<file path="src/design/crank_angle_event_scheduler_macros.svh">
// Assertion macros for the crank angle event scheduler.
// Pulled in by the top level; no other dependencies.
`ifndef CRANK_ANGLE_EVENT_SCHEDULER_MACROS_SVH
`define CRANK_ANGLE_EVENT_SCHEDULER_MACROS_SVH

// antecedent holds -> consequent holds in the same cycle
`define CAES_ASSERT_SAME(lbl, ante, cons, msg) \
  lbl: assert property (@(posedge clk) disable iff (rst) (ante) |-> (cons)) \
    else $error(msg);

// antecedent holds -> consequent holds in the next cycle
`define CAES_ASSERT_NEXT(lbl, ante, cons, msg) \
  lbl: assert property (@(posedge clk) disable iff (rst) (ante) |=> (cons)) \
    else $error(msg);

`endif

</file>
<file path="src/design/caes_pkg.sv">
// Shared types and constants for the crank angle event scheduler.
// No dependencies.
package caes_pkg;

  localparam int SLOTS     = 16;
  localparam int CYLINDERS = 4;
  localparam int IDXW      = (SLOTS > 1) ? $clog2(SLOTS) : 1;

  localparam logic [13:0] CYCLE_ANGLE = 14'd11520;
  localparam logic [12:0] REV_ANGLE   = 13'd5760;
  localparam logic [12:0] PITCH_RST   = 13'd96;
  localparam logic [13:0] TDC_RST     = 14'd1824;
  localparam logic [5:0]  MOD_STEPS   = 6'd8;   // 11520 << 8 exceeds any angle sum
  localparam logic [5:0]  DIV_STEPS   = 6'd45;  // 46-bit dividend

  localparam logic [2:0] REQ_TOOTH      = 3'd0;
  localparam logic [2:0] REQ_SCHEDULE   = 3'd1;
  localparam logic [2:0] REQ_CANCEL_CYL = 3'd2;
  localparam logic [2:0] REQ_CANCEL_KND = 3'd3;
  localparam logic [2:0] REQ_CANCEL_ALL = 3'd4;

  localparam logic [2:0] ACT_NONE = 3'd0;

  localparam logic [1:0] CFG_PITCH = 2'd0;
  localparam logic [1:0] CFG_TDC   = 2'd1;

  typedef struct packed {
    logic [2:0]  req_type;
    logic [31:0] value_us;
    logic [31:0] tooth_per;
    logic [7:0]  tooth_num;
    logic        revolution;
    logic        sync_ok;
    logic [1:0]  event_kind;
    logic [3:0]  cylinder;
    logic [13:0] angle;
    logic [15:0] rpm_value;
    logic [15:0] vbat_mv;
  } req_t;

  typedef struct packed {
    logic [1:0]  kind;
    logic [3:0]  cylinder;
    logic [13:0] angle;
    logic [31:0] pulse;
    logic [15:0] rpm;
    logic [15:0] vbat;
  } slot_t;

  typedef struct packed {
    logic [2:0]  action;
    logic [3:0]  fire_cylinder;
    logic [31:0] fire_delay;
    logic [31:0] fire_time_us;
    logic [31:0] pulse_us;
    logic [15:0] rpm_snapshot;
    logic [15:0] vbat_snapshot;
    logic        accepted;
    logic [4:0]  pending_count;
    logic        last;
  } res_t;

  typedef struct packed {
    logic capture;
    logic ang_load;
    logic mod_step;
    logic sched_write;
    logic cancel_all;
    logic idx_clr;
    logic idx_inc;
    logic chk_cancel;
    logic chk_fire;
    logic commit;
    logic sel_next;
    logic div_load;
    logic div_step;
    logic out_plain;
    logic out_fire;
  } cmd_t;

  typedef struct packed {
    logic [2:0] req;
    logic       tooth_go;
    logic       sched_ok;
    logic       idx_last;
    logic       fire_any;
    logic       fire_last;
    logic       cnt_zero;
    logic       out_free;
  } sts_t;

endpackage

</file>
<file path="src/design/crank_angle_event_scheduler.sv">
// Crank angle event scheduler: slot table of armed events, fired on trigger teeth.
// One item at a time; plain requests are decoded and answered, cancel by cylinder or kind
// scans every slot. A tooth runs angle reduction, then a slot scan (each slot read in S_SRD,
// checked in S_SCK; single RAM read port), then a plain beat or, per fired event, a slot
// read and the 46-step delay divider; a stalled result beat adds its wait. rst clears the
// armed mask, sets tooth_pitch 96 and tdc_offset 1824; slot contents are not cleared.
`include "crank_angle_event_scheduler_macros.svh"
module crank_angle_event_scheduler (
  input  logic         clk,
  input  logic         rst,
  input  logic         s_axis_tvalid,
  output logic         s_axis_tready,
  // value_us[31:0], tooth period[63:32], tooth number[71:64], revolution[72],
  // sync_ok[73], event_kind[75:74], cylinder[79:76], angle[93:80],
  // rpm_value[109:94], vbat_mv[125:110], zero pad
  input  logic [127:0] s_axis_tdata,
  input  logic [2:0]   s_axis_tuser,   // req_type
  output logic         m_axis_tvalid,
  input  logic         m_axis_tready,
  // fire_cylinder[3:0], fire delay[35:4], fire_time_us[67:36], pulse_us[99:68],
  // rpm_snapshot[115:100], vbat_snapshot[131:116], accepted[132],
  // pending_count[137:133], zero pad
  output logic [143:0] m_axis_tdata,
  output logic [2:0]   m_axis_tuser,   // action
  output logic         m_axis_tlast,
  input  logic         cfg_valid,
  output logic         cfg_ready,
  input  logic [1:0]   cfg_index,
  input  logic [13:0]  cfg_data
);

  caes_pkg::req_t in_req;
  caes_pkg::cmd_t cmd;
  caes_pkg::sts_t sts;
  caes_pkg::res_t res;
  logic           beat_none;
  logic           beat_fire;

  assign cfg_ready = 1'b1;

  always_comb begin
    in_req.req_type   = s_axis_tuser;
    in_req.value_us   = s_axis_tdata[31:0];
    in_req.tooth_per  = s_axis_tdata[63:32];
    in_req.tooth_num  = s_axis_tdata[71:64];
    in_req.revolution = s_axis_tdata[72];
    in_req.sync_ok    = s_axis_tdata[73];
    in_req.event_kind = s_axis_tdata[75:74];
    in_req.cylinder   = s_axis_tdata[79:76];
    in_req.angle      = s_axis_tdata[93:80];
    in_req.rpm_value  = s_axis_tdata[109:94];
    in_req.vbat_mv    = s_axis_tdata[125:110];
  end

  caes_ctrl u_ctrl (
    .clk      (clk),
    .rst      (rst),
    .in_valid (s_axis_tvalid),
    .in_ready (s_axis_tready),
    .sts      (sts),
    .cmd      (cmd)
  );

  caes_datapath u_dp (
    .clk       (clk),
    .rst       (rst),
    .in_req    (in_req),
    .cfg_we    (cfg_valid && cfg_ready),
    .cfg_idx   (cfg_index),
    .cfg_wdata (cfg_data),
    .cmd       (cmd),
    .sts       (sts),
    .out_ready (m_axis_tready),
    .out_valid (m_axis_tvalid),
    .out_res   (res)
  );

  assign m_axis_tuser = res.action;
  assign m_axis_tlast = res.last;
  assign m_axis_tdata = {6'd0, res.pending_count, res.accepted, res.vbat_snapshot,
                         res.rpm_snapshot, res.pulse_us, res.fire_time_us,
                         res.fire_delay, res.fire_cylinder};

  assign beat_none = m_axis_tvalid && (m_axis_tuser == caes_pkg::ACT_NONE);
  assign beat_fire = m_axis_tvalid && (m_axis_tuser != caes_pkg::ACT_NONE);

  `CAES_ASSERT_NEXT(a_one_item, s_axis_tvalid && s_axis_tready, !s_axis_tready, "busy accept")
  `CAES_ASSERT_SAME(a_plain_last, beat_none, m_axis_tlast, "plain beat not last")
  `CAES_ASSERT_SAME(a_fire_acc, beat_fire, !m_axis_tdata[132], "fired beat flagged accepted")
  `CAES_ASSERT_SAME(a_pend_range, m_axis_tvalid, m_axis_tdata[137:133] <= 5'(caes_pkg::SLOTS), "pending count beyond slots")

endmodule

</file>
<file path="src/design/caes_ram.sv">
// Generic single write port RAM with registered read.
// No dependencies.
module caes_ram #(
  parameter int WIDTH = 8,
  parameter int DEPTH = 16
) (
  input  logic                                     clk,
  input  logic                                     we,
  input  logic [((DEPTH > 1) ? $clog2(DEPTH) : 1)-1:0] waddr,
  input  logic [WIDTH-1:0]                         wdata,
  input  logic [((DEPTH > 1) ? $clog2(DEPTH) : 1)-1:0] raddr,
  output logic [WIDTH-1:0]                         rdata
);

  logic [WIDTH-1:0] mem [DEPTH];

  always_ff @(posedge clk) begin
    if (we) begin
      mem[waddr] <= wdata;
    end
    rdata <= mem[raddr];
  end

endmodule

</file>
<file path="src/design/caes_datapath.sv">
// Datapath: slot table, armed/fire masks, angle reduction, delay divider, output register.
// Depends on caes_pkg and caes_ram.
module caes_datapath (
  input  logic              clk,
  input  logic              rst,
  input  caes_pkg::req_t    in_req,
  input  logic              cfg_we,
  input  logic [1:0]        cfg_idx,
  input  logic [13:0]       cfg_wdata,
  input  caes_pkg::cmd_t    cmd,
  output caes_pkg::sts_t    sts,
  input  logic              out_ready,
  output logic              out_valid,
  output caes_pkg::res_t    out_res
);

  localparam int IW = caes_pkg::IDXW;
  localparam int SW = $bits(caes_pkg::slot_t);

  logic [12:0] pitch;
  logic [13:0] tdc;
  caes_pkg::req_t rq;
  logic [caes_pkg::SLOTS-1:0] armed;
  logic [caes_pkg::SLOTS-1:0] fire;
  logic [IW-1:0] idx;
  logic [21:0] angacc;
  logic [5:0]  cnt;
  logic [45:0] nq;
  logic [13:0] rem;
  logic        acc_flag;

  caes_pkg::slot_t rd;
  caes_pkg::slot_t wd;
  logic [SW-1:0]   rd_bits;
  logic [IW-1:0]   free_idx;
  logic            free_any;
  logic [IW-1:0]   fire_idx;
  logic [14:0]     dsum;
  logic [13:0]     fwd_dist;
  logic            in_win;
  logic [4:0]      pend;
  logic [21:0]     mod_sub;
  logic [13:0]     rem_sh;
  logic            rem_ge;
  logic [31:0]     delay;
  logic [caes_pkg::SLOTS-1:0] fire_rest;
  caes_pkg::res_t  plain_res;

  assign rd = caes_pkg::slot_t'(rd_bits);

  always_comb begin
    wd.kind     = rq.event_kind;
    wd.cylinder = rq.cylinder;
    wd.angle    = (rq.angle >= caes_pkg::CYCLE_ANGLE) ? rq.angle - caes_pkg::CYCLE_ANGLE
                                                      : rq.angle;
    wd.pulse    = rq.value_us;
    wd.rpm      = rq.rpm_value;
    wd.vbat     = rq.vbat_mv;
  end

  caes_ram #(.WIDTH(SW), .DEPTH(caes_pkg::SLOTS)) u_slots (
    .clk   (clk),
    .we    (cmd.sched_write),
    .waddr (free_idx),
    .wdata (wd),
    .raddr (idx),
    .rdata (rd_bits)
  );

  // lowest free slot and lowest pending fire
  always_comb begin
    free_idx = '0;
    free_any = 1'b0;
    fire_idx = '0;
    pend     = '0;
    for (int i = caes_pkg::SLOTS - 1; i >= 0; i--) begin
      if (!armed[i]) begin
        free_idx = IW'(i);
        free_any = 1'b1;
      end
      if (fire[i]) begin
        fire_idx = IW'(i);
      end
    end
    for (int i = 0; i < caes_pkg::SLOTS; i++) begin
      pend = pend + 5'(armed[i]);
    end
  end

  always_comb begin
    dsum = {1'b0, rd.angle} + {1'b0, caes_pkg::CYCLE_ANGLE} - {1'b0, angacc[13:0]};
    fwd_dist = (dsum >= {1'b0, caes_pkg::CYCLE_ANGLE})
             ? 14'(dsum - {1'b0, caes_pkg::CYCLE_ANGLE}) : dsum[13:0];
    in_win  = ({1'b0, fwd_dist} << 1) <= (15'(pitch) * 15'd3);
    mod_sub = 22'(caes_pkg::CYCLE_ANGLE) << cnt[3:0];
    rem_sh  = {rem[12:0], nq[45]};
    rem_ge  = rem_sh >= {1'b0, pitch};
    delay   = (pitch == '0) ? '0 : ((|nq[45:32]) ? 32'hFFFF_FFFF : nq[31:0]);
    fire_rest = fire;
    fire_rest[idx] = 1'b0;
  end

  always_comb begin
    plain_res               = '0;
    plain_res.action        = caes_pkg::ACT_NONE;
    plain_res.accepted      = acc_flag;
    plain_res.pending_count = pend;
    plain_res.last          = 1'b1;
  end

  always_comb begin
    sts.req       = rq.req_type;
    sts.tooth_go  = rq.sync_ok && (rq.tooth_per != '0);
    sts.sched_ok  = ({1'b0, rq.cylinder} < 5'(caes_pkg::CYLINDERS)) && free_any;
    sts.idx_last  = (idx == IW'(caes_pkg::SLOTS - 1));
    sts.fire_any  = |fire;
    sts.fire_last = ~|fire_rest;
    sts.cnt_zero  = (cnt == '0);
    sts.out_free  = !out_valid || out_ready;
  end

  always_ff @(posedge clk) begin
    if (rst) begin
      pitch     <= caes_pkg::PITCH_RST;
      tdc       <= caes_pkg::TDC_RST;
      armed     <= '0;
      fire      <= '0;
      out_valid <= 1'b0;
      acc_flag  <= 1'b0;
    end else begin
      if (cfg_we) begin
        unique case (cfg_idx)
          caes_pkg::CFG_PITCH: pitch <= cfg_wdata[12:0];
          caes_pkg::CFG_TDC:   tdc   <= cfg_wdata;
          default: ;
        endcase
      end
      if (cmd.capture) begin
        fire     <= '0;
        acc_flag <= 1'b0;
      end
      if (cmd.sched_write) begin
        armed[free_idx] <= 1'b1;
        acc_flag        <= 1'b1;
      end
      if (cmd.cancel_all) begin
        armed <= '0;
      end
      if (cmd.chk_cancel && armed[idx]) begin
        if ((rq.req_type == caes_pkg::REQ_CANCEL_CYL) ? (rd.cylinder == rq.cylinder)
                                                      : (rd.kind == rq.event_kind)) begin
          armed[idx] <= 1'b0;
        end
      end
      if (cmd.chk_fire && armed[idx] && in_win) begin
        fire[idx] <= 1'b1;
      end
      if (cmd.commit) begin
        armed <= armed & ~fire;
      end
      if (cmd.out_fire) begin
        fire[idx] <= 1'b0;
      end
      if (cmd.out_plain || cmd.out_fire) begin
        out_valid <= 1'b1;
      end else if (out_ready) begin
        out_valid <= 1'b0;
      end
    end
  end

  always_ff @(posedge clk) begin
    if (cmd.capture) begin
      rq <= in_req;
    end
    if (cmd.idx_clr) begin
      idx <= '0;
    end else if (cmd.idx_inc) begin
      idx <= idx + 1'b1;
    end else if (cmd.sel_next) begin
      idx <= fire_idx;
    end
    if (cmd.ang_load) begin
      angacc <= 22'(rq.revolution ? caes_pkg::REV_ANGLE : 13'd0)
              + ({13'd0, rq.tooth_num} * {8'd0, pitch}) + 22'(tdc);
      cnt    <= caes_pkg::MOD_STEPS;
    end else if (cmd.mod_step) begin
      if (angacc >= mod_sub) begin
        angacc <= angacc - mod_sub;
      end
      cnt <= cnt - 1'b1;
    end else if (cmd.div_load) begin
      nq  <= {32'd0, fwd_dist} * {14'd0, rq.tooth_per};
      rem <= '0;
      cnt <= caes_pkg::DIV_STEPS;
    end else if (cmd.div_step) begin
      rem <= rem_ge ? rem_sh - {1'b0, pitch} : rem_sh;
      nq  <= {nq[44:0], rem_ge};
      cnt <= cnt - 1'b1;
    end
    if (cmd.out_plain) begin
      out_res <= plain_res;
    end else if (cmd.out_fire) begin
      out_res.action        <= {1'b0, rd.kind} + 3'd1;
      out_res.fire_cylinder <= rd.cylinder;
      out_res.fire_delay    <= delay;
      out_res.fire_time_us  <= rq.value_us + delay;
      out_res.pulse_us      <= rd.pulse;
      out_res.rpm_snapshot  <= rd.rpm;
      out_res.vbat_snapshot <= rd.vbat;
      out_res.accepted      <= 1'b0;
      out_res.pending_count <= pend;
      out_res.last          <= ~|fire_rest;
    end
  end

endmodule

</file>
<file path="src/design/caes_ctrl.sv">
// Controller state machine sequencing requests, slot scans and the delay divider.
// Depends on caes_pkg.
module caes_ctrl (
  input  logic           clk,
  input  logic           rst,
  input  logic           in_valid,
  output logic           in_ready,
  input  caes_pkg::sts_t sts,
  output caes_pkg::cmd_t cmd
);

  typedef enum logic [3:0] {
    S_IDLE, S_DEC, S_PREP, S_MOD, S_SRD, S_SCK, S_COMMIT,
    S_NXT, S_FRD, S_FMUL, S_FDIV, S_FOUT, S_RESP
  } state_t;

  state_t state, state_next;

  assign in_ready = (state == S_IDLE);

  always_comb begin
    cmd        = '0;
    state_next = state;
    unique case (state)
      S_IDLE: begin
        if (in_valid) begin
          cmd.capture = 1'b1;
          state_next  = S_DEC;
        end
      end
      S_DEC: begin
        case (sts.req) inside
          caes_pkg::REQ_TOOTH: begin
            state_next = sts.tooth_go ? S_PREP : S_RESP;
          end
          caes_pkg::REQ_SCHEDULE: begin
            cmd.sched_write = sts.sched_ok;
            state_next      = S_RESP;
          end
          caes_pkg::REQ_CANCEL_CYL, caes_pkg::REQ_CANCEL_KND: begin
            cmd.idx_clr = 1'b1;
            state_next  = S_SRD;
          end
          caes_pkg::REQ_CANCEL_ALL: begin
            cmd.cancel_all = 1'b1;
            state_next     = S_RESP;
          end
          default: state_next = S_RESP;
        endcase
      end
      S_PREP: begin
        cmd.ang_load = 1'b1;
        state_next   = S_MOD;
      end
      S_MOD: begin
        cmd.mod_step = 1'b1;
        if (sts.cnt_zero) begin
          cmd.idx_clr = 1'b1;
          state_next  = S_SRD;
        end
      end
      S_SRD: state_next = S_SCK;
      S_SCK: begin
        if (sts.req == caes_pkg::REQ_TOOTH) begin
          cmd.chk_fire = 1'b1;
        end else begin
          cmd.chk_cancel = 1'b1;
        end
        if (sts.idx_last) begin
          state_next = (sts.req == caes_pkg::REQ_TOOTH) ? S_COMMIT : S_RESP;
        end else begin
          cmd.idx_inc = 1'b1;
          state_next  = S_SRD;
        end
      end
      S_COMMIT: begin
        cmd.commit = 1'b1;
        state_next = sts.fire_any ? S_NXT : S_RESP;
      end
      S_NXT: begin
        cmd.sel_next = 1'b1;
        state_next   = S_FRD;
      end
      S_FRD: state_next = S_FMUL;
      S_FMUL: begin
        cmd.div_load = 1'b1;
        state_next   = S_FDIV;
      end
      S_FDIV: begin
        cmd.div_step = 1'b1;
        if (sts.cnt_zero) begin
          state_next = S_FOUT;
        end
      end
      S_FOUT: begin
        if (sts.out_free) begin
          cmd.out_fire = 1'b1;
          state_next   = sts.fire_last ? S_IDLE : S_NXT;
        end
      end
      S_RESP: begin
        if (sts.out_free) begin
          cmd.out_plain = 1'b1;
          state_next    = S_IDLE;
        end
      end
      default: state_next = S_IDLE;
    endcase
  end

  always_ff @(posedge clk) begin
    if (rst) begin
      state <= S_IDLE;
    end else begin
      state <= state_next;
    end
  end

endmodule

</file>
<file path="config.mk">
export PLATFORM = sky130hd
export DESIGN_NAME = crank_angle_event_scheduler
export DESIGN_NICKNAME = d
export VERILOG_FILES = /design/src/design/caes_pkg.sv /design/src/design/crank_angle_event_scheduler.sv /design/src/design/caes_ram.sv /design/src/design/caes_datapath.sv /design/src/design/caes_ctrl.sv
export VERILOG_INCLUDE_DIRS = /design/src /design/src/design
export SDC_FILE = /design/constraint.sdc
export NUM_CORES = 2
export LEC_CHECK = 0
export BUFFER_PORTS_ARGS = -buffer_cell sky130_fd_sc_hd__buf_2
export CORE_MARGIN = 5
export CORE_UTILIZATION = 38
export CTS_CLUSTER_SIZE = 28
export DETAILED_ROUTE_END_ITERATION = 16
export PLACE_DENSITY = 0.6
export SLEW_MARGIN = 10
export SYNTH_ARGS = -nofsm -noshare
export SYNTH_HDL_FRONTEND = slang
export SYNTH_HIERARCHICAL = 1
export SYNTH_SLANG_ARGS = --single-unit
</file>
<file path="constraint.sdc">
create_clock -name clk -period 11.95 [get_ports clk]
set_input_delay 0.5975 -clock clk [delete_from_list [all_inputs] [get_ports clk]]
set_output_delay 0.5975 -clock clk [all_outputs]
set_load 0.1 [all_outputs]
</file>
==> results.cfg <==
[sta]
setup_viol = 0
fin_tns_setup_ps = 0
finalCriticalPeriod_ps = 11160
rsz0062_at_grt = no
fin_ws_ps = 785.7
tightest_slew_ps = 1271
hold_viol = 0
fin_skew_ps = 68.15
slew_headroom = 0.1520
timing.fmax_ghz = 0.08957
slew_violations = 0
timing.final.crit_share = 0.9343

[yosys]
netlist_area_sq_um = 91790
ys.flop_type = edfxtp_1
synth_async_sr_flop_share = 0
postSynthAreaPerCell_sq_um = 14.52
yosys_register_bits = 1855
yosysWarnings = 6
synth_cells = 6324
synth_edf_count = 1560
synth_cell_types = 95
yosysSeqAreaShare = 0.5747

[cts]
cts_setup_buffers = 0
clockBufferDepth = 3
cts_tree = done
h-tree-depth = 4
hold_buffers = 135
cts.repair.resized = 0
clock-sinks = 1855
cts_made_buffers = 189
worstSkewPairLatency_ps = 840
clock-root-buffer = clkbuf_16
clk_pin_slew_ps = 60

[detailed_routing]
avgViaCountPerCell = 5.338
drc = 0
route.vias.total = 53783
wl_um = 241900
firstDrtPassIters = 5
drt-initial-drc-count = 4527
wl_per_cell_um = 24.01
antenna_left = 0

[floorplanning]
start_util = 0.3816
num_io_pins = 303
die_h_um = 501.5
fp.coreArea_sq_um = 240500
fp.dieW_um = 501.5
fp.dieArea_sq_um = 251500
rows = 180

[placement]
place_ws_ps = 889.1
io_buffers = 293
hpwl_um = 151200
globalplace.congestion = 0.8662
dp.cells = 9576

[layout]
layout.nets = 7633
syn_to_final_growth_pct = 14.20
drive_gt1_frac = 0.1696
final_util = 0.4358
instances_no_fill = 10076

[setup_path]
crit_path_end_kind = flip-flop
reg2reg_slack_ps = 790
cp_max_fo = 26
max_stage_delay_ps = 580
crit_type = reg -> reg
rr_worst_depth = 37
reg2reg_to = u_dp/nq[43]
cp-start-kind = flip-flop
cp_common_cell = fa_1
crit_slowest_cell = a221oi_4
r2r-start = u_dp/angacc[1]
worst-endpoint-arrival_ps = 11680
crit_required_ps = 12470

[min_path]
min_to = u_dp/rq[95]
min_from = s_axis_tdata[1]
hold_depth = 1
hold_path.class = in -> reg

[grt]
grt.total_usage = 0.1912
antenna_found_initial = 20
grt_max_degree = 122
grt_pass1_wl_um = 360700
grt_pass1_vias = 55773
overflow = 0

[run]
cap_violations = 0

[run_status]
status = completed
==> layer usage <==
metal	global-route usage	wire [um]	vias up
li1	-	-	23752
met1	0.2645	104200	27886
met2	0.3121	114000	1848
met4	0.05857	7733	2
met5	0	7	-
met3	0.02998	15940	295
==> logic make-up after synthesis <==
group                    Yosys count  share of synthesized area
adder cells (fa/ha/maj)          764                     0.1414
multiplexers                     510                     0.1026
AND/OR/NAND/NOR                 1418                    0.07153
AO/OA/AOI/OAI                    762                    0.05906
buffers and inverters            889                    0.03872
XOR/XNOR                         124                    0.01191
other                              2                 0.00008181
flip-flops                      1855                     0.5747
==> synth_stat cells (16+ instances only) <==
cell type,n,area share
o21a_1,26,0.0021
clkbuf_1,205,0.0084
ha_1,308,0.042
a211oi_1,42,0.0034
nand2b_1,34,0.0023
nor4_1,19,0.0013
nor2_1,336,0.014
o21ai_0,95,0.0052
nor3_1,61,0.0033
nand3_1,37,0.0020
a31oi_1,36,0.0025
o31ai_1,16,0.0013
a21o_1,53,0.0043
nand2_1,584,0.024
dfxtp_1,295,0.064
edfxtp_1,1560,0.51
a22oi_1,138,0.011
o21bai_1,21,0.0017
nand4_1,25,0.0017
xnor2_1,91,0.0087
fa_1,456,0.099
a21oi_1,163,0.0089
inv_1,566,0.023
buf_1,29,0.0012
and3_1,16,0.0011
buf_2,56,0.0031
a22oi_2,40,0.0055
mux4_2,341,0.084
xor2_1,32,0.0031
mux2i_1,135,0.015
a311oi_1,16,0.0015
mux2_2,33,0.0040
and2_1,178,0.012
nor2b_1,69,0.0047
==> stage by stage <==
stage | cell area, sq um | hold slack, ps
6_report | 104800 | 41.02
5_1_grt | 104800 | 0.2152
4_1_cts | 104800 | 0.7270
3_5_place_dp | 96840 | 454.2
3_3_place_gp | 96840 | 448.1
2_1_floorplan | 91810 | 436.3
==> worst max-delay path: cells and delay by family (launching register included) <==
kind	cells	cell delay [ps]
fa+ha+maj	11	4620
compound gates	11	3250
xor+xnor	1	190
mux	1	130
simple gates	7	1590
flops	1	320
buf+inv	6	750
==> sequential cells by signal, indices dropped and copies added, names as in the netlist <==
| name | cells |
|---|---|
| u_dp/armed | 16 |
| u_dp/fire | 16 |
| u_dp/rq | 126 |
| u_dp/pitch | 13 |
| u_dp/rem | 13 |
| u_dp/u_slots/mem | 1344 |
| u_dp/idx | 4 |
| u_dp/sts | 3 |
| u_dp/angacc | 22 |
| u_dp/cnt | 6 |
| u_dp/acc_flag | 1 |
| u_ctrl/state | 4 |
| u_dp/out_res | 142 |
| u_dp/out_valid | 1 |
| u_dp/tdc | 14 |
| u_dp/u_slots/rdata | 84 |
| u_dp/nq | 46 |
==> layout make-up <==
type                       count  area (sq um)
inverter                     571          2143
antenna                        5         12.51
tap                         3185          3985
fill                       21468        135700
multi-input combinational   3585         35760
clock inverter                96          1194
clock buffer                 264          5423
timing repair buffer         515          3558
sequential                  1855         52760
==> cell usage in the layout (no fill, tap or decap), types with 29 or more instances in the layout <==
cell type      netlist  final
buf_4               15     80
a22oi_2             40     40
o21ai_0             95     94
a21oi_1            163    163
buf_2               56    293
clkbuf_16            0    195
nand3_1             37     37
mux2_2              33     33
clkinv_2             0     29
a22oi_1            138    138
nand2b_1            34     34
mux4_2             341    341
a211oi_1            42     42
clkbuf_1           205     40
mux2i_1            135    135
dfxtp_1            295    293
fa_1               456    456
dlygate4sd3_1        0    135
a31oi_1             36     36
xnor2_1             91     85
xor2_1              32     32
nand2_1            584    584
inv_1              566    566
nor3_1              61     54
ha_1               308    308
a21o_1              53     53
and2_1             178    176
nor2b_1             69     67
edfxtp_1          1560   1560
nor2_1             336    320
==> worst max path at each step <==
| stage | start | end | slack [ps] | cells past startpoint |
|---|---|---|---|---|
| 2_1_floorplan | u_dp/angacc[1] | u_dp/nq[43] | 2220 | 38 |
| 3_3_place_gp | u_dp/angacc[0] | u_dp/nq[43] | 960 | 37 |
| 3_5_place_dp | u_dp/angacc[1] | u_dp/nq[43] | 890 | 37 |
| 4_1_cts | u_dp/angacc[1] | u_dp/nq[43] | 810 | 37 |
| 5_1_grt | u_dp/angacc[1] | u_dp/nq[43] | 190 | 37 |
| 6_report | u_dp/angacc[1] | u_dp/nq[43] | 790 | 37 |
Power is left out: the tool's default activity adds up to more than one toggle a clock period on the data nets, which glitch-free logic cannot reach.
